===== config.mk =====
export PLATFORM = sky130hd
export DESIGN_NAME = tlfc_light_dot
export DESIGN_NICKNAME = d
export VERILOG_FILES = /design/src/hw/rtl/tlfc_pkg.sv /design/src/hw/rtl/tlfc_light_dot.sv
export SDC_FILE = /design/constraint.sdc
export NUM_CORES = 2
export LEC_CHECK = 0
export BUFFER_PORTS_ARGS = -buffer_cell sky130_fd_sc_hd__clkbuf_2
export CORE_MARGIN = 2
export CORE_UTILIZATION = 40
export DETAILED_ROUTE_END_ITERATION = 10
export PLACE_DENSITY_LB_ADDON = 0.05
export SYNTH_ARGS = -nofsm -noshare
export SYNTH_HDL_FRONTEND = slang
export SYNTH_SLANG_ARGS = --single-unit

===== constraint.sdc =====
create_clock -name clk -period 6.69 [get_ports clk]
set_input_delay 1.338 -clock clk [delete_from_list [all_inputs] [get_ports clk]]
set_output_delay 1.338 -clock clk [all_outputs]
set_load 0.02 [all_outputs]

===== src/hw/rtl/tlfc_pkg.sv =====
// ----------------------------------------------------------------------------
// Triangle light-facing classifier: shared types and constants
// Request and result payloads, vertex and edge formats, register indexes.
// ----------------------------------------------------------------------------
`default_nettype none

package tlfc_pkg;

    localparam int COORD_W      = 16;
    localparam int INDEX_W      = 12;
    localparam int EDGE_W       = 17;
    localparam int PROD_W       = 34;
    localparam int CROSS_W      = 35;
    localparam int LIGHT_W      = 16;
    localparam int LPROD_W      = 51;
    localparam int DOT_W        = 53;
    localparam int THRESH_W     = 56;
    localparam int CFG_INDEX_W  = 3;
    localparam int CFG_DATA_W   = 56;
    localparam int PIPE_LATENCY = 7;

    typedef enum logic {
        ACT_VERTEX_WRITE = 1'b0,
        ACT_TRIANGLE     = 1'b1
    } action_t;

    typedef enum logic [CFG_INDEX_W-1:0] {
        REG_LIGHT_X          = 3'd0,
        REG_LIGHT_Y          = 3'd1,
        REG_LIGHT_Z          = 3'd2,
        REG_FACING_THRESHOLD = 3'd3
    } cfg_reg_t;

    typedef logic signed [COORD_W-1:0]  coord_t;
    typedef logic signed [EDGE_W-1:0]   edge_t;
    typedef logic signed [PROD_W-1:0]   prod_t;
    typedef logic signed [CROSS_W-1:0]  cross_comp_t;
    typedef logic signed [LIGHT_W-1:0]  light_t;
    typedef logic signed [LPROD_W-1:0]  lprod_t;
    typedef logic signed [DOT_W-1:0]    dot_t;
    typedef logic signed [THRESH_W-1:0] thresh_t;
    typedef logic [INDEX_W-1:0]         vindex_t;

    typedef struct packed {
        coord_t x;
        coord_t y;
        coord_t z;
    } vertex_t;

    typedef struct packed {
        action_t action;
        vindex_t vertex_slot;
        coord_t  pos_x;
        coord_t  pos_y;
        coord_t  pos_z;
        vindex_t corner_a;
        vindex_t corner_b;
        vindex_t corner_c;
        logic    last_triangle;
    } item_t;

    typedef struct packed {
        logic faces_away;
        logic last_flag;
    } result_t;

    typedef struct packed {
        vertex_t v0;
        vertex_t v1;
        vertex_t v2;
        logic    last;
    } corners_t;

    typedef struct packed {
        cross_comp_t cx;
        cross_comp_t cy;
        cross_comp_t cz;
        logic        last;
    } cross_t;

    typedef struct packed {
        light_t  light_x;
        light_t  light_y;
        light_t  light_z;
        thresh_t threshold;
    } cfg_t;

endpackage

`default_nettype wire


===== src/hw/rtl/tlfc_light_dot.sv =====
// ----------------------------------------------------------------------------
// Triangle light-facing classifier: light dot product and threshold compare
// Three stages: products with the light direction, their sum, the compare
// into the result register.
// ----------------------------------------------------------------------------
`default_nettype none

module tlfc_light_dot (
    input  logic              clk,
    input  logic              rst_n,
    input  tlfc_pkg::cfg_t    cfg,
    input  logic              in_valid,
    output logic              in_ready,
    input  tlfc_pkg::cross_t  cross_prod,
    output logic              out_valid,
    input  logic              out_ready,
    output tlfc_pkg::result_t result
);
    import tlfc_pkg::*;

    logic    lprod_ready;
    logic    sum_ready;
    logic    res_ready;
    logic    lprod_load;
    logic    sum_load;
    logic    res_load;
    logic    lprod_valid_reg;
    logic    lprod_valid_next;
    logic    sum_valid_reg;
    logic    sum_valid_next;
    logic    res_valid_reg;
    logic    res_valid_next;

    lprod_t  lx_reg;
    lprod_t  ly_reg;
    lprod_t  lz_reg;
    logic    lprod_last_reg;
    dot_t    dot_reg;
    logic    sum_last_reg;
    result_t result_reg;

    assign res_ready   = !res_valid_reg || out_ready;
    assign sum_ready   = !sum_valid_reg || res_ready;
    assign lprod_ready = !lprod_valid_reg || sum_ready;
    assign in_ready    = lprod_ready;

    assign lprod_load = in_valid && lprod_ready;
    assign sum_load   = lprod_valid_reg && sum_ready;
    assign res_load   = sum_valid_reg && res_ready;

    assign lprod_valid_next = lprod_load || (lprod_valid_reg && !sum_ready);
    assign sum_valid_next   = sum_load || (sum_valid_reg && !res_ready);
    assign res_valid_next   = res_load || (res_valid_reg && !out_ready);

    always_ff @(posedge clk or negedge rst_n)
    begin
        if (!rst_n)
        begin
            lprod_valid_reg <= 1'b0;
            sum_valid_reg   <= 1'b0;
            res_valid_reg   <= 1'b0;
        end
        else
        begin
            lprod_valid_reg <= lprod_valid_next;
            sum_valid_reg   <= sum_valid_next;
            res_valid_reg   <= res_valid_next;
        end
    end

    always_ff @(posedge clk)
    begin
        if (lprod_load)
        begin
            lx_reg         <= LPROD_W'(cross_prod.cx) * LPROD_W'(cfg.light_x);
            ly_reg         <= LPROD_W'(cross_prod.cy) * LPROD_W'(cfg.light_y);
            lz_reg         <= LPROD_W'(cross_prod.cz) * LPROD_W'(cfg.light_z);
            lprod_last_reg <= cross_prod.last;
        end
        if (sum_load)
        begin
            dot_reg      <= DOT_W'(lx_reg) + DOT_W'(ly_reg) + DOT_W'(lz_reg);
            sum_last_reg <= lprod_last_reg;
        end
        if (res_load)
        begin
            result_reg.faces_away <= THRESH_W'(dot_reg) < cfg.threshold;
            result_reg.last_flag  <= sum_last_reg;
        end
    end

    assign out_valid = res_valid_reg;
    assign result    = result_reg;

endmodule

`default_nettype wire


==> run summary <==
Status -> complete, but fails checks
Violated checks -> negative setup slack
CP Max Fanout -> 8
Grt met1 use -> 32.8%
Routed WL -> 203 mm
Initial Util -> 40.2%
Netlist cell types -> 88
Most frequent cell after synthesis -> inv_1
Net count of the mapped netlist -> 9852
Remaining antenna violation count -> 0
Max reg flops -> 53
Io pins -> 218
Die H -> 422 um
Placement Setup Slack -> -1150 ps
Number of synthesized register bits -> 213
Dpl cell area -> 81500 sq um
Worst Tran Pin Value -> 799 ps
DR vias/cell -> 4.82
CP cell instances -> buf_12 -> clkbuf_16 -> and2_4 -> fa_1 -> inv_1 -> fa_2 -> fa_2 -> inv_2 -> fa_2 -> fa_1 -> inv_1 -> fa_1 -> inv_2 -> ha_4 -> nand2_2 -> nor2_4 -> a31oi_4 -> o31a_1 -> o31ai_4 -> a31o_4 -> a41oi_4 -> o31ai_2 -> xnor2_1
Layout area overhead -> 24.8%
Mean Syn Cell Area -> 9.26 sq um
Sequential share of the synthesized area -> 9.15%
Post-synth ARST share -> 1.41%
H-Tree Level Count -> 1
Reg2reg end -> dot_reg[43]
Crit path to -> lx_reg[50]
Number of hold violations in the final report -> 0
Min Tclk post-route -> 6830 ps
Total grt overflow -> 0
Clk_skew -> 20.4 ps
Grt met3 use -> 1.48%
Worst R2R Start -> lz_reg[1]
CP required -> 6980 ps
Critical path class -> input pin to flip-flop
FF-to-FF path depth -> 13
Synth Instances -> 7536
Number of global-route vias before repair -> 57600
Top cells by area, synth -> fa_1 (47%), inv_1 (10%), edfxtp_1 (9.0%)
Clock Path Buffers -> 3
Flop2flop setup slack -> 2310 ps
Syn Std Cell Area -> 69800 sq um
Post-synth top area cell -> fa_1
Slowest cell on the critical path -> fa_2
Cts bufs inserted -> 23
Rows -> 153
Die X -> 422 um
Clk Latency, worst-skew pair -> 550 ps
Share of the synthesized area in the top cell type -> 46.9%
Drt first pass iters -> 6
Final GP Congestion -> 0.876
Hold_buf cts -> 0
Fmax -> 0.146 GHz
Gr busiest metal -> met2
EDFF count, synth -> 210
Cell count after placement -> 10800
Largest net degree at the start of global routing -> 103
GRT met2 Usage -> 39.1%
Crit path DAT -> 7120 ps
Antenna violations before repair -> 3
Layout cells sized above 1 -> 22.7%
Fin area -> 87100 sq um
Final WS setup -> -140 ps
Core Area -> 174000 sq um
Final cell count without fillers -> 10900
Kind of end point of the critical path -> flip-flop
Top_reg_cell synth -> edfxtp_1
Number of remaining DRC errors -> 0
Relative slew margins -> 46.7%
DRT iter0 DRCs -> 2432
Clock sink count -> 213
CP Launch Point -> cfg[92]
Total GRT Usage -> 23.0%
Unrepaired setup endpoints after global routing -> yes
Port buffer count -> 217
Reg clk slew, reported paths -> 60 ps
Root Buffer -> clkbuf_16
Final setup viols -> 17
Dpl hpwl -> 173 mm
Via Count -> 52700
Final net count -> 10900
Final Slew Violations -> 0
First-pass GRT wire length -> 323 mm
Avg WL per Cell -> 18.6 um
Synth cell count leaders -> inv_1 (1901), fa_1 (1636), nand2_1 (1047)
Die area -> 178000 sq um
CTS tree -> yes
Min-delay worst type -> flip-flop to flip-flop
Critical Path Start Type -> input pin
Max Cap Viol -> 0
Yosys Warn Count -> 0
Final critical-path share of the clock period -> 102%
Crit path largest cell delay -> 560 ps
## how the worst min path moves through the flow
stage	depth (start not counted)	start	end	slack [ps]
after floorplan	0	sum_last_reg	result[0]	400
after global placement	0	sum_last_reg	result[0]	410
after detailed placement	0	lprod_last_reg	sum_last_reg	410
after CTS	0	lprod_last_reg	sum_last_reg	420
after global routing	0	lprod_last_reg	sum_last_reg	420
final	0	lprod_last_reg	sum_last_reg	420
## layout by cell type (no fill, tap or decap), drive strengths merged, types with 32 or more instances in the layout
cell type / n
a21oi: 187
clkbuf: 214
fa: 1636
a31oi: 32
a21o: 129
nand2b: 41
ha: 466
xor2: 51
nand2: 1049
nand3: 39
buf: 1149
edfxtp: 210
a211oi: 32
nor2: 191
o21ai: 105
inv: 1903
and2: 678
xnor2: 152
nand4: 35
## critical path: cells and delay by family
family	cells	cell delay, ps
compound gates	6	1530
xor+xnor	1	110
fa+ha+maj	7	3290
buf+inv	6	480
simple gates	3	350
## layout make-up
class	count	area (sq um)
Inverter	1902	7160
Tap cell	2325	2910
Fill cell	16700	86500
Sequential cell	213	6380
Antenna cell	1	2.50
Clock inverter	12	91.3
Clock buffer	25	583
Multi-Input combinational cell	5107	57900
Timing Repair Buffer	1341	12100
## cell families (layout without fill, tap and decap cells)
family / after synthesis / count (layout) / synth area share, %
compound gates: 646 / 646 / 6.19
xor+xnor: 203 / 203 / 2.55
fa+ha+maj: 2102 / 2102 / 55.3
buf+inv: 2216 / 3280 / 11.9
flops: 213 / 213 / 9.15
mux: 2 / 2 / 0.0287
other cells: 0 / 1 / 0
simple gates: 2154 / 2154 / 14.8
## routing by layer
metal	up-vias	share of wire, %	wire length, um
met2	848	49	99000
met5	-	0.011	22
met3	147	3.3	6660
met4	4	2.4	4930
met1	27300	46	92900
li1	24400	-	-
## through the flow
| step | hold slack (ps) | utilization [%] | TNS (ps) |
|---|---|---|---|
| final | 420 | 50.2 | -1150 |
| after global routing | 424 | 50.2 | -6970 |
| after CTS | 423 | 48.9 | -1040 |
| after detailed placement | 408 | 47.0 | -65420 |
| after global placement | 405 | 47.0 | -63900 |
| after floorplan | 400 | - | -4620 |
## timing repair
action / in CTS / in global routing
cloned: 14 / 17
setup buffers: 61 / 59
pin swaps: 241 / 276
endpoints found under the setup margin: 68 / 74
resized for setup: 413 / 434
Power is left out: the tool's default activity adds up to more than one toggle a clock period on the data nets, which glitch-free logic cannot reach.
